[src/rtt_est_pkg.sv]
// Shared constants and types for the round-trip estimate cache.
package rtt_est_pkg;

   // Cache geometry and smoothing gains
   localparam int CACHE_ENTRIES  = 16;
   localparam int SRTT_GAIN_LOG2 = 3;
   localparam int MDEV_GAIN_LOG2 = 2;

   // Field widths
   localparam int ADDR_W = 32;
   localparam int TIME_W = 31;
   localparam int HASH_W = 16;
   localparam int IDX_W  = (CACHE_ENTRIES > 1) ? $clog2(CACHE_ENTRIES) : 1;

   // Accumulator for the rounded averages: sample width plus gain plus carry
   localparam int GAIN_MAX = (SRTT_GAIN_LOG2 > MDEV_GAIN_LOG2) ? SRTT_GAIN_LOG2
                                                                : MDEV_GAIN_LOG2;
   localparam int ACC_W    = TIME_W + GAIN_MAX + 1;

   // Reciprocal for the index reduction: ceil(2^32 / CACHE_ENTRIES).
   // Exact quotient for any 16-bit hash and any entry count up to 2^16.
   localparam int RECIP_SH = 32;
   localparam int RECIP_W  = RECIP_SH + 1;
   localparam logic [RECIP_W-1:0] IDX_RECIP =
      RECIP_W'(((64'd1 << RECIP_SH) + 64'(CACHE_ENTRIES) - 64'd1) / 64'(CACHE_ENTRIES));
   localparam int PROD_W   = HASH_W + RECIP_W;

   // Action codes
   localparam logic ACT_ADD    = 1'b0;
   localparam logic ACT_LOOKUP = 1'b1;

   // Controller states
   typedef enum logic [5:0] {
      ST_CLEAR = 6'b000001,
      ST_IDLE  = 6'b000010,
      ST_INDEX = 6'b000100,
      ST_READ  = 6'b001000,
      ST_CALC  = 6'b010000,
      ST_WRITE = 6'b100000
   } state_type;

   // One cache entry
   typedef struct packed {
      logic [ADDR_W-1:0] tag;
      logic [TIME_W-1:0] srtt;
      logic [TIME_W-1:0] mdev;
   } entry_type;

   // Controller to datapath
   typedef struct packed {
      logic clear_wr;
      logic load_item;
      logic load_quot;
      logic read_en;
      logic load_calc;
      logic commit;
   } cmd_type;

   // Datapath to controller
   typedef struct packed {
      logic clear_last;
   } status_type;

endpackage

[src/rtt_estimate_cache_top.sv]
// Top level of the round-trip estimate cache.
// Direct-mapped cache of smoothed round-trip time and mean deviation per remote
// address, indexed by the low 16 address bits modulo the entry count. An add
// transaction replaces the entry on a tag miss or updates the rounded averages on
// a hit; a lookup transaction returns the hit flag and stored values, zero on a
// miss. Address zero never hits and changes nothing. After reset the block runs a
// clearing pass over the tag table, one entry per cycle, with req_stall high. Each
// transaction then passes from acceptance to the result register through the
// controller's index, table read, compare and write-back steps around the entry
// table; the next request is taken only once the controller is back in idle after
// write-back, so no request is accepted while another is in flight. A finished
// result waits in its output register while rsp_stall is high, and the next
// request is accepted meanwhile.
module rtt_estimate_cache_top (
   input  logic                           clock,
   input  logic                           reset,
   input  logic                           req_valid,
   output logic                           req_stall,
   input  logic                           req_action,
   input  logic [rtt_est_pkg::ADDR_W-1:0] req_remote_address,
   input  logic [rtt_est_pkg::TIME_W-1:0] req_rtt_sample,
   output logic                           rsp_valid,
   input  logic                           rsp_stall,
   output logic                           rsp_hit,
   output logic [rtt_est_pkg::TIME_W-1:0] rsp_smoothed_rtt,
   output logic [rtt_est_pkg::TIME_W-1:0] rsp_mean_deviation
);

   rtt_est_pkg::cmd_type    cmd;
   rtt_est_pkg::status_type status;

   // Sequencer
   rtt_est_ctrl u_ctrl (
      .clock     (clock),
      .reset     (reset),
      .req_valid (req_valid),
      .req_stall (req_stall),
      .rsp_valid (rsp_valid),
      .rsp_stall (rsp_stall),
      .cmd       (cmd),
      .status    (status)
   );

   // Table and arithmetic
   rtt_est_dp u_dp (
      .clock              (clock),
      .reset              (reset),
      .cmd                (cmd),
      .status             (status),
      .req_action         (req_action),
      .req_remote_address (req_remote_address),
      .req_rtt_sample     (req_rtt_sample),
      .rsp_hit            (rsp_hit),
      .rsp_smoothed_rtt   (rsp_smoothed_rtt),
      .rsp_mean_deviation (rsp_mean_deviation)
   );

endmodule

[src/rtt_est_ctrl.sv]
// Sequencing controller for the round-trip estimate cache.
module rtt_est_ctrl (
   input  logic                   clock,
   input  logic                   reset,
   input  logic                   req_valid,
   output logic                   req_stall,
   output logic                   rsp_valid,
   input  logic                   rsp_stall,
   output rtt_est_pkg::cmd_type    cmd,
   input  rtt_est_pkg::status_type status
);

   rtt_est_pkg::state_type state_ff, state_in;
   logic                   rsp_valid_ff, rsp_valid_in;

   // Next state and datapath commands
   always_comb begin
      state_in = state_ff;
      cmd      = '0;
      case (state_ff)
         rtt_est_pkg::ST_CLEAR: begin
            cmd.clear_wr = 1'b1;
            if (status.clear_last) begin
               state_in = rtt_est_pkg::ST_IDLE;
            end
         end
         rtt_est_pkg::ST_IDLE: begin
            if (req_valid) begin
               cmd.load_item = 1'b1;
               state_in      = rtt_est_pkg::ST_INDEX;
            end
         end
         rtt_est_pkg::ST_INDEX: begin
            cmd.load_quot = 1'b1;
            state_in      = rtt_est_pkg::ST_READ;
         end
         rtt_est_pkg::ST_READ: begin
            cmd.read_en = 1'b1;
            state_in    = rtt_est_pkg::ST_CALC;
         end
         rtt_est_pkg::ST_CALC: begin
            cmd.load_calc = 1'b1;
            state_in      = rtt_est_pkg::ST_WRITE;
         end
         rtt_est_pkg::ST_WRITE: begin
            // wait for the output register to free up
            if (!rsp_valid_ff || !rsp_stall) begin
               cmd.commit = 1'b1;
               state_in   = rtt_est_pkg::ST_IDLE;
            end
         end
         default: begin
            state_in = rtt_est_pkg::ST_CLEAR;
         end
      endcase
   end

   // Output register occupancy
   assign rsp_valid_in = cmd.commit | (rsp_valid_ff & rsp_stall);

   always_ff @(posedge clock) begin
      if (reset) begin
         state_ff     <= rtt_est_pkg::ST_CLEAR;
         rsp_valid_ff <= 1'b0;
      end else begin
         state_ff     <= state_in;
         rsp_valid_ff <= rsp_valid_in;
      end
   end

   assign req_stall = (state_ff != rtt_est_pkg::ST_IDLE);
   assign rsp_valid = rsp_valid_ff;

endmodule

[src/rtt_est_dp.sv]
// Datapath for the round-trip estimate cache: entry table, index reduction, smoothing.
module rtt_est_dp (
   input  logic                                 clock,
   input  logic                                 reset,
   input  rtt_est_pkg::cmd_type                  cmd,
   output rtt_est_pkg::status_type               status,
   input  logic                                 req_action,
   input  logic [rtt_est_pkg::ADDR_W-1:0]       req_remote_address,
   input  logic [rtt_est_pkg::TIME_W-1:0]       req_rtt_sample,
   output logic                                 rsp_hit,
   output logic [rtt_est_pkg::TIME_W-1:0]       rsp_smoothed_rtt,
   output logic [rtt_est_pkg::TIME_W-1:0]       rsp_mean_deviation
);

   // Rounded exponential average: ((2^lg - 1) * old + sample + 2^(lg-1)) >> lg
   function automatic logic [rtt_est_pkg::TIME_W-1:0] smooth(
      input logic [rtt_est_pkg::TIME_W-1:0] old,
      input logic [rtt_est_pkg::TIME_W-1:0] sample,
      input int                             lg
   );
      logic [rtt_est_pkg::ACC_W-1:0] acc;
      acc = (rtt_est_pkg::ACC_W'(old) << lg) - rtt_est_pkg::ACC_W'(old)
            + rtt_est_pkg::ACC_W'(sample)
            + ((rtt_est_pkg::ACC_W'(1) << lg) >> 1);
      smooth = rtt_est_pkg::TIME_W'(acc >> lg);
   endfunction

   rtt_est_pkg::entry_type mem [rtt_est_pkg::CACHE_ENTRIES];

   logic [rtt_est_pkg::IDX_W-1:0]   clr_ff;
   logic                            action_ff;
   logic [rtt_est_pkg::ADDR_W-1:0]  addr_ff;
   logic [rtt_est_pkg::TIME_W-1:0]  sample_ff;
   logic [rtt_est_pkg::HASH_W-1:0]  quot_ff, quot_in;
   logic [rtt_est_pkg::PROD_W-1:0]  prod;
   logic [rtt_est_pkg::HASH_W-1:0]  qn, rem;
   logic [rtt_est_pkg::IDX_W-1:0]   idx_ff, idx_in;
   rtt_est_pkg::entry_type          rd_ff;
   logic                            hit_ff, hit_in;
   logic [rtt_est_pkg::TIME_W-1:0]  err_ff, err_in;
   logic                            addr_nz;
   logic                            wr_en;
   rtt_est_pkg::entry_type          wr_entry;
   logic [rtt_est_pkg::TIME_W-1:0]  new_srtt, new_mdev;
   logic                            rsp_hit_ff;
   logic [rtt_est_pkg::TIME_W-1:0]  rsp_srtt_ff, rsp_mdev_ff;
   logic                            rsp_hit_in;
   logic [rtt_est_pkg::TIME_W-1:0]  rsp_srtt_in, rsp_mdev_in;

   // Clearing pass counter after reset
   assign status.clear_last = (clr_ff == rtt_est_pkg::IDX_W'(rtt_est_pkg::CACHE_ENTRIES - 1));

   always_ff @(posedge clock) begin
      if (reset) begin
         clr_ff <= '0;
      end else if (cmd.clear_wr && !status.clear_last) begin
         clr_ff <= clr_ff + 1'b1;
      end
   end

   // Capture the accepted transaction
   always_ff @(posedge clock) begin
      if (cmd.load_item) begin
         action_ff <= req_action;
         addr_ff   <= req_remote_address;
         sample_ff <= req_rtt_sample;
      end
   end

   // Index = hash mod entries: quotient by reciprocal, then remainder
   assign prod    = rtt_est_pkg::PROD_W'(addr_ff[rtt_est_pkg::HASH_W-1:0])
                    * rtt_est_pkg::PROD_W'(rtt_est_pkg::IDX_RECIP);
   assign quot_in = prod[rtt_est_pkg::RECIP_SH +: rtt_est_pkg::HASH_W];
   assign qn      = rtt_est_pkg::HASH_W'(32'(quot_ff) * 32'(rtt_est_pkg::CACHE_ENTRIES));
   assign rem     = addr_ff[rtt_est_pkg::HASH_W-1:0] - qn;
   assign idx_in  = rem[rtt_est_pkg::IDX_W-1:0];

   always_ff @(posedge clock) begin
      if (cmd.load_quot) begin
         quot_ff <= quot_in;
      end
      if (cmd.read_en) begin
         idx_ff <= idx_in;
      end
   end

   // Entry table: one write port, one registered read port
   always_ff @(posedge clock) begin
      if (cmd.clear_wr) begin
         mem[clr_ff] <= '0;
      end else if (wr_en) begin
         mem[idx_ff] <= wr_entry;
      end
      if (cmd.read_en) begin
         rd_ff <= mem[idx_in];
      end
   end

   // Tag compare and absolute error
   assign addr_nz = (addr_ff != '0);
   assign hit_in  = addr_nz && (rd_ff.tag == addr_ff);
   assign err_in  = (sample_ff > rd_ff.srtt) ? (sample_ff - rd_ff.srtt)
                                             : (rd_ff.srtt - sample_ff);

   always_ff @(posedge clock) begin
      if (cmd.load_calc) begin
         hit_ff <= hit_in;
         err_ff <= err_in;
      end
   end

   // Update values
   assign new_srtt = smooth(rd_ff.srtt, sample_ff, rtt_est_pkg::SRTT_GAIN_LOG2);
   assign new_mdev = smooth(rd_ff.mdev, err_ff, rtt_est_pkg::MDEV_GAIN_LOG2);

   always_comb begin
      wr_entry.tag = addr_ff;
      if (hit_ff) begin
         wr_entry.srtt = new_srtt;
         wr_entry.mdev = new_mdev;
      end else begin
         wr_entry.srtt = sample_ff;
         wr_entry.mdev = '0;
      end
   end

   assign wr_en = cmd.commit && addr_nz && (action_ff == rtt_est_pkg::ACT_ADD);

   // Result selection
   always_comb begin
      rsp_hit_in  = hit_ff;
      rsp_srtt_in = '0;
      rsp_mdev_in = '0;
      if (addr_nz && (action_ff == rtt_est_pkg::ACT_ADD)) begin
         rsp_srtt_in = wr_entry.srtt;
         rsp_mdev_in = wr_entry.mdev;
      end else if (hit_ff) begin
         rsp_srtt_in = rd_ff.srtt;
         rsp_mdev_in = rd_ff.mdev;
      end
   end

   always_ff @(posedge clock) begin
      if (cmd.commit) begin
         rsp_hit_ff  <= rsp_hit_in;
         rsp_srtt_ff <= rsp_srtt_in;
         rsp_mdev_ff <= rsp_mdev_in;
      end
   end

   assign rsp_hit            = rsp_hit_ff;
   assign rsp_smoothed_rtt   = rsp_srtt_ff;
   assign rsp_mean_deviation = rsp_mdev_ff;

endmodule

[config.mk]
export PLATFORM = sky130hd
export DESIGN_NAME = rtt_estimate_cache_top
export DESIGN_NICKNAME = d
export VERILOG_FILES = /design/src/rtt_est_pkg.sv /design/src/rtt_estimate_cache_top.sv /design/src/rtt_est_ctrl.sv /design/src/rtt_est_dp.sv
export SDC_FILE = /design/constraint.sdc
export NUM_CORES = 2
export LEC_CHECK = 0
export BUFFER_PORTS_ARGS = -buffer_cell sky130_fd_sc_hd__buf_2
export CELL_PAD_IN_SITES_DETAIL_PLACEMENT = 0
export CELL_PAD_IN_SITES_GLOBAL_PLACEMENT = 2
export CORE_ASPECT_RATIO = 1.4
export CORE_MARGIN = 2
export CORE_UTILIZATION = 35
export CTS_BUF_LIST = sky130_fd_sc_hd__clkbuf_4 sky130_fd_sc_hd__clkbuf_8
export CTS_CLUSTER_DIAMETER = 80
export CTS_CLUSTER_SIZE = 8
export DETAILED_ROUTE_END_ITERATION = 10
export MAX_ROUTING_LAYER = met4
export PLACE_DENSITY_LB_ADDON = 0.05
export SLEW_MARGIN = 20
export SYNTH_ARGS = -nofsm -noshare
export SYNTH_HDL_FRONTEND = slang
export SYNTH_HIERARCHICAL = 1
export SYNTH_SLANG_ARGS = --single-unit
[constraint.sdc]
create_clock -name clock -period 28 [get_ports clock]
set_clock_uncertainty 0.1 [all_clocks]
set_input_delay 2.8 -clock clock [delete_from_list [all_inputs] [get_ports clock]]
set_output_delay 2.8 -clock clock [all_outputs]
set_load 0.02 [all_outputs]
# --- Word level (Yosys, flattened, before mapping) ---
# Memories as Yosys holds them, arrays and structs flattened. A register that Yosys moved wholly into a read port is not among the register bits.
# Index checks and enable logic that the tools add are counted.
# W data, S select, Z words.
word_totals:
  ramBits: 1504
  output_inout_bits: 65
  word_cells: 76
  inputBits: 68
  register_bits: 174
  memories: 1
classes:
  reduce_logical: 12
  n_lt_le_gt_ge: 1
  bitwise_logic: 3
  addsub: 10
  n_mux: 25
  n_eq_ne: 12
memory_table:
  columns: ["name", "depth", "word_bits", "read_ports", "rd_clocked_by_memory_dff", "write_ports", "line", "rtl"]
  rows:
  - ["u_dp.mem", 16, 94, 1, 1, 1, "rtt_est_dp.sv:28", "rtt_est_pkg::entry_type mem [rtt_est_pkg::CACHE_ENTRIES];"]
op_table:
  columns: ["cell", "n"]
  rows:
  - ["$mux W31", 5]
  - ["$mux W94", 1]
  - ["$reduce_or A94 Y1", 1]
  - ["$mux W62", 1]
  - ["$sub A31 B31 Y31", 2]
  - ["$pmux W6 S6", 1]
  - ["$add A34 B3 Y34 const B", 1]
  - ["$add A34 B31 Y34", 1]
  - ["$sub A34 B31 Y34", 1]
  - ["$add A33 B2 Y33 const B", 1]
  - ["$add A33 B31 Y33", 1]
  - ["$sub A33 B31 Y33", 1]
  - ["$eq A32 B32 Y1", 1]
  - ["$reduce_bool A32 Y1", 1]
  - ["$gt A31 B31 Y1", 1]
  - ["$mux W6", 3]
  - ["$mux W1", 13]
  - ["$eq A6 B1 Y1 const B", 1]
  - ["$eq A6 B2 Y1 const B", 1]
  - ["$eq A6 B3 Y1 const B", 1]
  - ["$eq A6 B4 Y1 const B", 1]
  - ["$eq A6 B5 Y1 const B", 1]
  - ["$eq A6 B6 Y1 const B", 1]
  - ["$ne A6 B2 Y1 const B", 1]
  - ["13 further kinds", 20]

# --- Logic depth before layout (Yosys ltp) ---
logic_depth:
  depth_word: 11
  depth_mapped: 15
  ltp_nobuf: 15

# --- Hierarchy ---
# Netlist, hierarchy kept.
modules_own_cells:
  columns: ["mod", "cells_each", "area_per_inst_um2", "instances"]
  rows:
  - ["rtt_est_dp", 3998, 74840.5, 1]
  - ["rtt_est_ctrl", 43, 405.4, 1]

# --- Worst setup path after synthesis ---
# OpenSTA, ideal clock, no wires.
synth_timing:
  path_kind: "input -> register"
  startpoint: "input port rsp_stall"
  endpoint: "memory u_dp/mem[12][0] in the netlist's numbering, enable pin"
  setup_slack_ps: 16308
  arrival_time_ps: 11044
  n_path_buf: 1
  setup_time_ps: 548
  path_stages: 5
  required_ps: 27352
  cell_sequence: "a21oi_1 nor3b_1 buf_2 a31oi_1 nor2_1"
synth_between:
  elab_chain_len: 11
synth_lines:
  columns: ["item", "line", "rtl"]
  rows:
  - ["start: declaration", "rtt_estimate_cache_top.sv:23", "input logic rsp_stall,"]
  - ["$logic_not A1 Y1 (*)", "rtt_est_ctrl.sv:47", "if (!rsp_valid_ff || !rsp_stall) begin"]
  - ["$logic_or A1 B1 Y1 (*)", "rtt_est_ctrl.sv:47", null]
  - ["$mux W1 (*)", "rtt_est_ctrl.sv:47", null]
  - ["$mux W1 (*)", "rtt_est_ctrl.sv:20", "case (state_ff)"]
  - ["$logic_and A1 B1 Y1 (*) (2 in series)", "rtt_est_dp.sv:127", "assign wr_en = cmd.commit && addr_nz && (action_ff == rtt_est_pkg::ACT_ADD);"]
  - ["$mux W1 (*)", "rtt_est_dp.sv:91", "end else if (wr_en) begin"]
  - ["$mux W1 (*)", "rtt_est_dp.sv:89", "if (cmd.clear_wr) begin"]
  - ["$mux W1 (implied by the code) (*)", "rtt_est_dp.sv:92", "mem[idx_ff] <= wr_entry;"]
  - ["$reduce_or A94 Y1 (no source line)", null, null]
  - ["$mux W4 (no source line) or $mux W1 (tied branches)", null, null]
  - ["end: declaration", "rtt_est_dp.sv:28", null]
# Every way passes the cells marked *; elsewhere a longest branch is shown, timed or not.

# --- Worst setup path in the final report ---
layout_timing:
  startpoint: "register u_dp/addr_ff[1] in the netlist's numbering"
  endpoint: "memory u_dp/mem[5][65] in the netlist's numbering, enable pin"
layout_between:
  elab_chain_len: 8
layout_lines:
  columns: ["item", "line", "rtl"]
  rows:
  - ["start: declaration", "rtt_est_dp.sv:32", "logic [rtt_est_pkg::ADDR_W-1:0] addr_ff;"]
  - ["start signal: assignment", "rtt_est_dp.sv:65", "addr_ff <= req_remote_address;"]
  - ["$reduce_bool A32 Y1 (*)", "rtt_est_dp.sv:100", "assign addr_nz = (addr_ff != '0);"]
  - ["$logic_and A1 B1 Y1 (*) (2 in series)", "rtt_est_dp.sv:127", null]
  - ["$mux W1 (*)", "rtt_est_dp.sv:91", null]
  - ["$mux W1 (*)", "rtt_est_dp.sv:89", null]
  - ["$mux W1 (implied by the code) (*)", "rtt_est_dp.sv:92", null]
  - ["$reduce_or A94 Y1 (no source line)", null, null]
  - ["$mux W4 (no source line) or $mux W1 (tied branches)", null, null]
# Marks and branches as above.

==> metrics <==
Tightest Pin Transition=approximately 1.2 ns; die width=396 microns; Max Cap Viol=0; die height=553 microns; gr ovfl total=0; Ports=133; FF+latch area=~53000 sq um; Multi-input gate area=between 20000 and 25000 sq um; largest net degree at the start of global routing=~110; CORE AREA=about 210000 sq um; Worst setup EP type=flop; CP required=28.42 ns; max_slew headroom=19.4%; maximum vdd drop=0.0000467 V; r2r setup slk=21.83 ns; total nets after synthesis=about 4300; Final #Nets=4595; first-pass GRT wire length=318000 microns; post-layout min period=6.17 ns; final slew viol count=0; leakage power=25.3 nW; mean post-synth cell area=around 19 sq um; Worst Min Path Start=u_ctrl/rsp_valid; final instance area=approximately 84000 sq um; Resized Gates After CTS=0; Post-Layout Cell Count=7230; cts bufs inserted=267; placed instance count=~7000; Final Hold Fails=0; outcome=finished clean; postcts setup bufs=0; Worst Hold Class=reg -> reg; # fillers=19506; Initial DRC Count=2653; Sink Count=1772; most frequent cells in the layout=1761 x edfxtp_1, 470 x mux4_2, 275 x inv_1; Initial Utilization=35.2%; power per cell area=62.3 nW/um^2; drt total wl=225000 microns; crit path DAT=6.59 ns; DR pass1 iterations=5; clock-pin transition on the worst setup and hold timing paths=~0.07 ns; initial antenna violation count=9; hpwl dp=133000 microns; Mapped Cells=roughly 4000; ANT nets after route=0; CTS H-tree depth=5; dpl cell area=79600 sq um; final setup TNS=0 ns; CP startpoint=u_dp/addr_ff[1]; RSZ-0062 raised after global routing=false; Critical Path Fanout Max=67; synthesized cell area=75200 sq um; Final setup viols=0; Worst-Skew Late Latency=0.92 ns; CP Class=reg -> reg; leading cell type in the layout, fill and taps excluded=edfxtp_1; fin crit share=22.0%; worst hold slack=0.437 ns; proportion of layout cells with a drive suffix above 1=between 20% and 30%; vias in the first global route=41462; synth warn=6; CTS Buffer Depth=4; Startpoint Class=flop; DR vias=38588; row count=201; number of buffers added on ports=132; Routed wire per std cell=31.1 microns; area delta synth->final=11.3%; FF-to-FF Start=u_dp/addr_ff[1]; Max Clk Rate=162 MHz; DRC violations left=0; fin util=39.1%; GR Util All Layers=21.1%; CTS root buffer=clkbuf_8; GP Congestion=0.787; die area=219000 sq um; CTS tree=built; hold buffers post-CTS=0; via density per instance=5.34
## worst paths after layout
path                       to  depth (start not counted)
max           u_dp/mem[5][65]                         13
min          u_ctrl/rsp_valid                          2
max reg2reg   u_dp/mem[5][65]                         13
min reg2reg  u_ctrl/rsp_valid                          2
## metrics by stage
step / worst slack, ns / total power [mW]
6_report: 21.83 / 5.22
5_1_grt: 21.51 / 5.42
4_1_cts: 21.62 / 5.31
3_5_place_dp: 21.13 / 3.39
3_3_place_gp: 21.16 / 3.39
2_1_floorplan: 16.31 / 3.28
## registers in the layout (all words and copies together) (netlist names)
| signal | count |
|---|---|
| u_dp/mem | 1504 |
| u_dp/rd_ff | 94 |
| u_dp/rsp_smoothed_rtt | 31 |
| u_dp/clr_ff | 4 |
| u_dp/sample_ff | 31 |
| u_dp/rsp_hit | 1 |
| u_ctrl/rsp_valid | 1 |
| u_ctrl/state_ff | 6 |
| u_dp/idx_ff | 4 |
| u_dp/addr_ff | 32 |
| u_dp/action_ff | 1 |
| u_dp/hit_ff | 1 |
| u_dp/err_ff | 31 |
| u_dp/rsp_mean_deviation | 31 |
## final cells by class
class                      instances  share of cell area [%]
sequential                      1772                    63.4
multi-input combinational       1807                    24.5
clock buffer                     287                    4.61
tap                             2842                    4.25
timing repair buffer             216                    1.68
inverter                         276                    1.24
clock inverter                    23                   0.270
antenna                            7                  0.0209
## routing by layer
layer	share of wire, %	track usage [%]
met5	0	-
met4	1.8	4.24
met3	3.9	3.06
met2	51	35.1
met1	44	27.5
## report_power, final
group	internal [mW]	switching, mW
registers	3.06	0.0331
clock network	0.914	0.974
logic	0.0780	0.161
## worst max-delay path: stages, from the launching register on
cell	delay [ns]
edfxtp_1	0.36
buf_4	0.29
nor4_1	0.55
nand4_1	0.34
nor2_1	0.23
buf_4	0.23
or2_4	0.52
nor3b_2	0.26
buf_12	0.32
nor3b_1	0.22
a31oi_1	0.19
nor2_4	0.75
buf_4	0.64
buf_4	0.64
(Power assumes the default switching activity.)
